**config.mk**
```make
export PLATFORM = sky130hd
export DESIGN_NAME = print_stream_zero_rle_framer
export DESIGN_NICKNAME = d
export VERILOG_FILES = /design/src/pszr_pkg.sv /design/src/pszr_front.sv /design/src/pszr_cmdq.sv /design/src/pszr_back.sv /design/src/print_stream_zero_rle_framer.sv
export SDC_FILE = /design/constraint.sdc
export NUM_CORES = 1
export LEC_CHECK = 0
export ABC_AREA = 1
export BUFFER_PORTS_ARGS = -buffer_cell sky130_fd_sc_hd__buf_2
export CAP_MARGIN = 20
export CELL_PAD_IN_SITES_DETAIL_PLACEMENT = 2
export CELL_PAD_IN_SITES_GLOBAL_PLACEMENT = 2
export CORE_ASPECT_RATIO = 0.9
export CORE_UTILIZATION = 40
export CTS_CLUSTER_SIZE = 8
export DETAILED_ROUTE_END_ITERATION = 10
export GPL_TIMING_DRIVEN = 0
export HOLD_SLACK_MARGIN = 0.06
export PLACE_DENSITY = 0.77
export SETUP_SLACK_MARGIN = 0.3
export SYNTH_ARGS = -nofsm -noshare
export SYNTH_HDL_FRONTEND = slang
export SYNTH_HIERARCHICAL = 1
export SYNTH_SLANG_ARGS = --single-unit
export TNS_END_PERCENT = 50
```
**constraint.sdc**
```tcl
create_clock -name clk -period 7.5 [get_ports clk]
set_clock_uncertainty 0.05 [all_clocks]
set_input_delay 1.5 -clock clk [delete_from_list [all_inputs] [get_ports clk]]
set_output_delay 1.5 -clock clk [all_outputs]
set_load 0.05 [all_outputs]
```
**src/pszr_pkg.sv**
```systemverilog
// Shared types, constants and helper functions for the zero run-length print stream framer.
// No dependencies.
package pszr_pkg;

  localparam logic [7:0]  CharP        = 8'h50;
  localparam logic [7:0]  CharD        = 8'h44;
  localparam logic [7:0]  CharB        = 8'h42;
  localparam logic [7:0]  RunCap       = 8'd255;
  localparam logic [15:0] TimeoutReset = 16'd500;
  localparam logic [15:0] IdleMax      = 16'hFFFF;
  localparam logic        ModeData     = 1'b0;
  localparam logic        ModeTick     = 1'b1;

  // Output slot positions inside one command
  localparam int SlotPre0   = 0;
  localparam int SlotPre1   = 1;
  localparam int SlotHdrP   = 2;
  localparam int SlotHdrD   = 3;
  localparam int SlotHdrB   = 4;
  localparam int SlotHdrHex = 5;
  localparam int SlotRun0   = 6;
  localparam int SlotRunN   = 7;
  localparam int SlotData   = 8;
  localparam int SlotPost0  = 9;
  localparam int SlotPost1  = 10;
  localparam int NumSlots   = 11;
  localparam int SlotW      = 4;

  typedef logic [NumSlots-1:0] slot_mask_t;
  typedef logic [SlotW-1:0]    slot_idx_t;

  // One classified item: which byte groups to send and their payload
  typedef struct packed {
    logic       pre_term;
    logic       header;
    logic [3:0] chan;
    logic       flush;
    logic [7:0] run;
    logic       data_en;
    logic [7:0] data;
    logic       post_term;
    logic       printing;
  } cmd_t;

  function automatic logic [7:0] hex_digit(input logic [3:0] v);
    if (v < 4'd10) begin
      return 8'h30 + {4'h0, v};
    end else begin
      return 8'h41 + {4'h0, v - 4'd10};
    end
  endfunction

  function automatic slot_mask_t cmd_mask(input cmd_t c);
    slot_mask_t m;
    m = '0;
    m[SlotPre0]   = c.pre_term;
    m[SlotPre1]   = c.pre_term;
    m[SlotHdrP]   = c.header;
    m[SlotHdrD]   = c.header;
    m[SlotHdrB]   = c.header;
    m[SlotHdrHex] = c.header;
    m[SlotRun0]   = c.flush;
    m[SlotRunN]   = c.flush;
    m[SlotData]   = c.data_en;
    m[SlotPost0]  = c.post_term;
    m[SlotPost1]  = c.post_term;
    return m;
  endfunction

endpackage

```
**src/pszr_front.sv**
```systemverilog
// Front end: takes data bytes and ticks, keeps session state, emits commands.
// Depends on pszr_pkg.
module pszr_front (
  input  logic            clk,
  input  logic            rst,
  input  logic            cfg_wr,
  input  logic [15:0]     cfg_data,
  input  logic            accept,
  input  logic            mode,
  input  logic [7:0]      byte_value,
  input  logic [3:0]      channel,
  output logic            cmd_push,
  output pszr_pkg::cmd_t  cmd
);
  import pszr_pkg::*;

  logic [15:0] idle_timeout_ticks;
  logic        session_open, session_open_next;
  logic [7:0]  zero_run, zero_run_next;
  logic [3:0]  last_channel, last_channel_next;
  logic [15:0] idle_count, idle_count_next;
  logic [15:0] idle_inc;
  logic        chan_change;

  assign chan_change = session_open && (channel != last_channel);
  assign idle_inc    = (idle_count == IdleMax) ? idle_count : idle_count + 16'd1;

  always_comb begin
    cmd                = '0;
    cmd.chan           = channel;
    cmd.data           = byte_value;
    session_open_next  = session_open;
    zero_run_next      = zero_run;
    last_channel_next  = last_channel;
    idle_count_next    = idle_count;
    if (mode == ModeData) begin
      cmd.pre_term      = chan_change;
      cmd.header        = !session_open || chan_change;
      session_open_next = 1'b1;
      last_channel_next = channel;
      idle_count_next   = '0;
      if (byte_value == 8'd0) begin
        if (!session_open) begin
          zero_run_next = 8'd1;
        end else if (zero_run < RunCap) begin
          zero_run_next = zero_run + 8'd1;
        end else begin
          cmd.flush     = 1'b1;
          cmd.run       = RunCap;
          zero_run_next = 8'd1;
        end
      end else begin
        cmd.flush     = session_open && (zero_run != 8'd0);
        cmd.run       = zero_run;
        cmd.data_en   = 1'b1;
        zero_run_next = '0;
      end
    end else if (session_open) begin
      idle_count_next = idle_inc;
      if (idle_inc >= idle_timeout_ticks) begin
        cmd.flush         = zero_run != 8'd0;
        cmd.run           = zero_run;
        cmd.post_term     = 1'b1;
        session_open_next = 1'b0;
        zero_run_next     = '0;
        idle_count_next   = '0;
      end
    end
    cmd.printing = session_open_next;
  end

  assign cmd_push = accept &&
                    (cmd.pre_term || cmd.header || cmd.flush || cmd.data_en || cmd.post_term);

  always_ff @(posedge clk) begin
    if (rst) begin
      idle_timeout_ticks <= TimeoutReset;
      session_open       <= 1'b0;
      zero_run           <= '0;
      last_channel       <= '0;
      idle_count         <= '0;
    end else begin
      if (cfg_wr) begin
        idle_timeout_ticks <= cfg_data;
      end
      if (accept) begin
        session_open <= session_open_next;
        zero_run     <= zero_run_next;
        last_channel <= last_channel_next;
        idle_count   <= idle_count_next;
      end
    end
  end

endmodule

```
**src/pszr_cmdq.sv**
```systemverilog
// Short command queue between front and back ends.
// Depends on pszr_pkg.
module pszr_cmdq #(
  parameter int Depth = 4
) (
  input  logic           clk,
  input  logic           rst,
  input  logic           wr,
  input  pszr_pkg::cmd_t wr_cmd,
  output logic           full,
  input  logic           rd,
  output pszr_pkg::cmd_t rd_cmd,
  output logic           valid
);
  import pszr_pkg::*;

  localparam int PtrW = (Depth > 1) ? $clog2(Depth) : 1;
  localparam int CntW = $clog2(Depth + 1);

  cmd_t            slots [Depth];
  logic [PtrW-1:0] wr_ptr, rd_ptr;
  logic [CntW-1:0] count;
  logic            do_wr, do_rd;

  assign full   = count == CntW'(Depth);
  assign valid  = count != '0;
  assign do_wr  = wr && !full;
  assign do_rd  = rd && valid;
  assign rd_cmd = slots[rd_ptr];

  always_ff @(posedge clk) begin
    if (do_wr) begin
      slots[wr_ptr] <= wr_cmd;
    end
  end

  always_ff @(posedge clk) begin
    if (rst) begin
      wr_ptr <= '0;
      rd_ptr <= '0;
      count  <= '0;
    end else begin
      if (do_wr) begin
        wr_ptr <= (wr_ptr == PtrW'(Depth - 1)) ? '0 : wr_ptr + PtrW'(1);
      end
      if (do_rd) begin
        rd_ptr <= (rd_ptr == PtrW'(Depth - 1)) ? '0 : rd_ptr + PtrW'(1);
      end
      if (do_wr && !do_rd) begin
        count <= count + CntW'(1);
      end else if (do_rd && !do_wr) begin
        count <= count - CntW'(1);
      end
    end
  end

endmodule

```
**src/pszr_back.sv**
```systemverilog
// Back end: expands one command into its output bytes, one per cycle while the output is popped.
// Depends on pszr_pkg.
module pszr_back (
  input  logic           clk,
  input  logic           rst,
  input  logic           q_valid,
  input  pszr_pkg::cmd_t q_cmd,
  output logic           q_rd,
  output logic           empty,
  input  logic           pop,
  output logic [7:0]     out_byte,
  output logic           last,
  output logic           printing
);
  import pszr_pkg::*;

  slot_mask_t pend, pend_next;
  cmd_t       cur;
  slot_idx_t  slot;
  logic       adv, is_last, out_valid;
  logic [7:0] byte_sel;

  always_comb begin
    slot = '0;
    for (int i = NumSlots - 1; i >= 0; i--) begin
      if (pend[i]) begin
        slot = SlotW'(i);
      end
    end
  end

  assign is_last = (pend & (pend - slot_mask_t'(1))) == '0;
  assign adv     = (pend != '0) && (!out_valid || pop);

  always_comb begin
    case (slot)
      SlotW'(SlotHdrP):   byte_sel = CharP;
      SlotW'(SlotHdrD):   byte_sel = CharD;
      SlotW'(SlotHdrB):   byte_sel = CharB;
      SlotW'(SlotHdrHex): byte_sel = hex_digit(cur.chan);
      SlotW'(SlotRunN):   byte_sel = cur.run;
      SlotW'(SlotData):   byte_sel = cur.data;
      default:            byte_sel = 8'd0;
    endcase
  end

  always_comb begin
    pend_next = pend;
    if (adv) begin
      pend_next = pend & ~(slot_mask_t'(1) << slot);
    end
  end

  assign q_rd  = q_valid && (pend_next == '0);
  assign empty = !out_valid;

  always_ff @(posedge clk) begin
    if (q_rd) begin
      cur <= q_cmd;
    end
    if (adv) begin
      out_byte <= byte_sel;
      last     <= is_last;
      printing <= cur.printing;
    end
  end

  always_ff @(posedge clk) begin
    if (rst) begin
      pend      <= '0;
      out_valid <= 1'b0;
    end else begin
      pend <= q_rd ? cmd_mask(q_cmd) : pend_next;
      if (adv) begin
        out_valid <= 1'b1;
      end else if (pop) begin
        out_valid <= 1'b0;
      end
    end
  end

endmodule

```
**src/print_stream_zero_rle_framer.sv**
```systemverilog
// Top level of the zero run-length print stream framer.
// Depends on pszr_pkg, pszr_front, pszr_cmdq, pszr_back.
//
// Channel  Handshake       Payload
// input    push / full     mode, byte_value, channel
// result   empty / pop     out_byte, last, printing
// config   cfg_wr          cfg_data (idle_timeout_ticks)
//
// An item is classified in the cycle it is taken; its bytes leave one per
// cycle from the back end while the output register is popped, so a plain
// data byte makes one output byte and any item at most nine output bytes.
// The command queue (QUEUE_DEPTH entries) lets input continue while output
// stalls; full rises only when it fills. Synchronous reset, no clearing pass.
module print_stream_zero_rle_framer #(
  parameter int QUEUE_DEPTH = 4
) (
  input  logic        clk,
  input  logic        rst,
  input  logic        cfg_wr,
  input  logic [15:0] cfg_data,
  input  logic        push,
  output logic        full,
  input  logic        mode,
  input  logic [7:0]  byte_value,
  input  logic [3:0]  channel,
  output logic        empty,
  input  logic        pop,
  output logic [7:0]  out_byte,
  output logic        last,
  output logic        printing
);
  import pszr_pkg::*;

  cmd_t f_cmd, q_cmd;
  logic f_push, q_valid, q_rd, accept;

  assign accept = push && !full;

  pszr_front u_front (
    .clk        (clk),
    .rst        (rst),
    .cfg_wr     (cfg_wr),
    .cfg_data   (cfg_data),
    .accept     (accept),
    .mode       (mode),
    .byte_value (byte_value),
    .channel    (channel),
    .cmd_push   (f_push),
    .cmd        (f_cmd)
  );

  pszr_cmdq #(
    .Depth (QUEUE_DEPTH)
  ) u_cmdq (
    .clk    (clk),
    .rst    (rst),
    .wr     (f_push),
    .wr_cmd (f_cmd),
    .full   (full),
    .rd     (q_rd),
    .rd_cmd (q_cmd),
    .valid  (q_valid)
  );

  pszr_back u_back (
    .clk      (clk),
    .rst      (rst),
    .q_valid  (q_valid),
    .q_cmd    (q_cmd),
    .q_rd     (q_rd),
    .empty    (empty),
    .pop      (pop),
    .out_byte (out_byte),
    .last     (last),
    .printing (printing)
  );

endmodule
```
# Yosys cells after proc, flatten, opt, wreduce, memory -nomap -nowiden
# Memories as Yosys holds them, arrays and structs flattened. A register that Yosys moved wholly into a read port is not among the register bits.
# Index checks and enable logic that the tools add are counted.
# totals
ff_bits	95
mem_count	1
output_inout_bits	12
in_bits	34
elab_cells	131
latchBits	0
mem_bits_ro	0
ramBits	104
# classes
mux	50
shift	1
n_mul	0
n_eq_ne	13
n_div	0
n_lt_le_gt_ge	3
reduce_logical	32
addsub	10
bitwise	4
# memory_table
name	words	word_bits	read_ports	rd_clocked_by_memory_dff	write_ports	line_no	text
u_cmdq.slots	4	26	1	1	1	pszr_cmdq.sv:20	cmd_t slots [Depth];
# op_table
op	count
$mux 16	4
$mux 8	7
$mux 9	6
$pmux 8 s6	1
$mux 4	11
$and 11x11->11	2
$logic_not 11->1	2
$mux 11	2
$add 16x1->16 const B	1
$eq 16x16->1 const B	1
$ge 16x16->1	1
$eq 4x3->1 const B	3
$mux 1	12
$not 11->11	1
$reduce_bool 11->1	1
$shl 1x4->11 const A	1
$sub 11x1->11 const B	1
$logic_and 1x1->1	10
$mux 2	5
$add 7x4->8 const A	1
$add 8x1->8 const B	1
$eq 4x2->1 const B	2
$logic_not 8->1	1
$lt 8x8->1 const B	1
20 further kinds	35

# Depth between registers and ports, before layout
# logic_depth
depth_word	21
mapped_depth	32
ltp_nobuf	32

# Cells and area by module
# Netlist, hierarchy kept.
# by_module_without_submodules
module	cells_per_inst	seq_area_each_um2	instances	area_each_um2
pszr_cmdq	321	3303.2	1	4345.4
pszr_front	442	900.9	1	3045.4
pszr_back	238	1171.1	1	2254.7
print_stream_zero_rle_framer	2	0.0	1	10.0

# Worst setup path after synthesis
# OpenSTA, ideal clock, no wires.
# synth_timing
path_kind	input-to-reg
start	in pop
end	reg u_cmdq.count[1]
path_stages	12
path_buffers	0
setup_ps	116
t_arrival_ps	6160
slack_ps	1174
required_ps	7334
path_cell_list	nor2_1 > a21oi_1 > a21oi_1 > inv_1 > nand3_1 > nor4_1 > nand2_1 > ha_1 > inv_1 > fa_1 > o21ai_0 > nor2_1
# synth_between
elab_chain_len	9
elab_cells_between_ends	11
classes_between	mux: 2; reduce/logical: 9
# synth_rtl
item	line_no	text
start, declared	print_stream_zero_rle_framer.sv:27	input logic pop,
$logic_or 1x1->1 *	pszr_back.sv:33	assign adv = (pend != '0) && (!out_valid || pop);
$logic_and 1x1->1 *	pszr_back.sv:33	
named net u_back.adv	pszr_back.sv:20	logic adv, is_last, out_valid;
$mux 11 *	pszr_back.sv:49	if (adv) begin
$logic_not 11->1 *	pszr_back.sv:54	assign q_rd = q_valid && (pend_next == '0);
$logic_and 1x1->1 *	pszr_back.sv:54	
named net q_rd	print_stream_zero_rle_framer.sv:35	logic f_push, q_valid, q_rd, accept;
$logic_and 1x1->1 *	pszr_cmdq.sv:28	assign do_rd = rd && valid;
$logic_not 1->1	pszr_cmdq.sv:49	if (do_wr && !do_rd) begin
$logic_and 1x1->1	pszr_cmdq.sv:49	
$mux 3 / $reduce_bool 2->1 (equally long branches)	-	
end signal, assigned	pszr_cmdq.sv:50	count <= count + CntW'(1);
end signal, assigned	pszr_cmdq.sv:52	count <= count - CntW'(1);
end, declared	pszr_cmdq.sv:22	logic [CntW-1:0] count;
# The timed path passes the listed nets; every way through them passes the cells marked *.
# A chain may end at the register's enable or synchronous reset.

==> results.ini <==
[outcome]
status = complete, but fails checks
violations = DRC

[drt]
vias_per_cell = 5.35
drtIter0Drc = 301
first_pass_iters = 8
detail_route.wl_per_cell_um = 20.7
wl_mm = 29.1
vias = 7519
drc = 10
ant_nets = 0

[placement]
place.gp.congestion = 0.818
place_hpwl_mm = 20.3
io_buffers = 44
placed_area_sq_um = 10300
dp_cells = 1352

[die]
start_util_pct = 41.0
num_rows = 53
pin_count = 46
core_area_sq_um = 23500
dieArea_sq_um = 24800
die_x_um = 166
die_h_um = 149

[clock_tree]
post-cts-setup-buffers = 0
ctsHoldBuffers = 0
root_buffer = clkbuf_16
cts_tree = built
cts_made_buffers = 29
clk_latency_ns = 0.53
cts_resized = 0
cts.sinks = 201
clkTransAtPathRegs_ns = 0.05
cts_max_path_buffers = 3
htree_levels = 1

[synthesis]
ys.warnings.count = 6
seq_area_frac_synth_pct = 55.7
syn_area_per_cell_sq_um = 9.63
yosysMostFrequentCell = nand2_1
synth-edff-count = 135
syn-cell-area_sq_um = 9660
yosysTopAreaCell = edfxtp_1
postSynthCellCount = 1003
synth_cell_types = 52
synthArstFlopShare_pct = 0
synthTopCellsByCount = nand2_1, edfxtp_1, nor2_1
ys.flop_type = edfxtp_1
synth_top_area_share_pct = 42.0
ys_top_cells_by_area = edfxtp_1, dfxtp_1, nand2_1
synth_nets = 1066
postSynthRegisterBits = 201

[sta]
finalMaxSlewViolations = 0
setup_violations = 0
relSlewSlack_pct = 33.3
worstMarginPinSlew_ns = 0.998
hold_viol_final = 0
rsz0062_at_grt = no
fin_crit_ns = 4.84
hold_ws_ns = 0.394
layout_worst_path_cycle_share_pct = 64.6
max_freq_mhz = 207

[setup_path]
cp_num_buf_inv = 1
start_kind = flip-flop
path_delay_family = simple AND/OR/NAND/NOR gates
end_kind = flip-flop
crit_required_ns = 7.59
crit_top_cell = nand2_2
worstPathCellList = ha_1, nand2_2, nor2_4, nand2_2, nor2_2, nand3_1, nand3b_1, o21ai_1, inv_1, ha_1, nand2_1, o21ai_0, a21oi_1, nand2_2, nand4_1, nand2_2, nor2_1, nor2_1, nand2_1, nor2_4
slowest_delay_ns = 0.87
arrival_ns = 4.93
path_max_fanout = 26
crit_slowest_cell = nor2_4
path_class = flip-flop to flip-flop

[global_routing]
grt_max_degree = 27
antenna_found_initial = 1
grt_use_total_pct = 24.2
grt_pass1_wl_mm = 46.2
globalRouteOverflowTotal = 0
grt_pass1_vias = 8317

[power_and_ir_drop]
leakagePower_nw = 4.51
p_per_area_nw_per_um2 = 394
power_mw = 4.39
ir_worst_vdd_mv = 0.172

[finish]
multiInputGateArea_sq_um = 3570
design_area_sq_um = 11100
seqCellArea_sq_um = 5380
area_delta_synth_final_pct = 15.4
fin_nets = 1145
layout-drive-gt1-share_pct = 18.0
nFillCells = 2571
final_cells = 1406

[hold_path]
worstHoldPathType = flip-flop to flip-flop

[run]
cap_violations = 0

## routing by layer
metal  wire length, um  GRT usage, %
met4               653          6.36
met3              1100          3.71
met1             12500          28.9
met5                 0             0
met2             14900          45.4
## worst register-to-register path, delay by kind of cell (launching register included)
kind | cells | cell delay (ns)
compound gates | 3 | 0.40
fa+ha+maj | 2 | 0.51
buf+inv | 1 | 0.10
flops | 1 | 0.39
simple gates | 14 | 3.00
## final timing paths
check,from,end,slack [ns],depth (start not counted)
max,u_front/idle_count[0],u_cmdq/slots[3][21],2.66,20
min,u_back/cur[0],u_back/printing,0.39,0
max reg2reg,u_front/idle_count[0],u_cmdq/slots[3][21],2.66,20
min reg2reg,u_back/cur[0],u_back/printing,0.39,0
## per-stage QoR
stage	util [%]	setup TNS [ns]	setup slack, ns
after floorplan	-	0	1.17
after global placement	43.6	-2.17	-0.853
after detailed placement	43.8	0	2.45
after CTS	47.3	0	2.65
after global routing	47.3	0	2.29
final	47.3	0	2.66
## power breakdown
group / internal (mW) / leakage (nW) / total, mW / switching [mW]
clock network: 0.717 / 0.387 / 1.19 / 0.475
registers: 1.47 / 1.80 / 1.58 / 0.110
logic: 0.455 / 2.33 / 1.61 / 1.16
## flip-flops by register name, indices dropped and copies added, names as in the netlist, named ones only
| register | flops |
|---|---|
| u_front/idle_count | 16 |
| u_cmdq/wr_ptr | 2 |
| u_front/session_open | 1 |
| u_front/zero_run | 8 |
| u_front/last_channel | 4 |
| u_back/printing | 1 |
| u_back/pend | 11 |
| u_cmdq/count | 3 |
| u_cmdq/slots | 104 |
| u_front/idle_timeout_ticks | 16 |
| u_back/out_valid | 1 |
| u_cmdq/rd_ptr | 2 |
| u_back/cur | 21 |
| u_back/last | 1 |
| u_back/out_byte | 8 |
## final cells by class
class	count	area share, %
Inverter	126	4.28
Buffer	40	2.41
Multi-Input combinational cell	636	32.1
Clock inverter	1	0.0786
Antenna cell	1	0.0225
Timing Repair Buffer	48	2.25
Tap cell	302	3.39
Sequential cell	201	48.3
Clock buffer	51	7.26
## cells by family after synthesis
kind of cell	after synthesis	share of synthesized area, %
AOI/OAI and AO/OA	217	12.7
xor gates and xnor gates	13	1.18
adders and majority gates	29	3.84
buffers and inverters	166	7.72
DFF	201	55.7
and+or+nand+nor	377	18.9
## cells in the final DEF (no fill, tap or decap), types with 6 or more instances in the layout
cell type	instances
nand2_1	140
edfxtp_1	135
nor2_1	125
inv_1	107
o21ai_0	80
dfxtp_1	66
a21oi_1	60
buf_2	52
nand3_1	38
clkbuf_16	29
clkbuf_1	29
ha_1	28
o22ai_1	26
buf_4	24
o21ai_1	20
inv_2	17
nand4_1	14
nor2_4	13
a21oi_2	12
nand2_2	10
xor2_1	9
nor2_2	7
nand3_2	6
No activity file was read; power rests on OpenSTA's default activity.
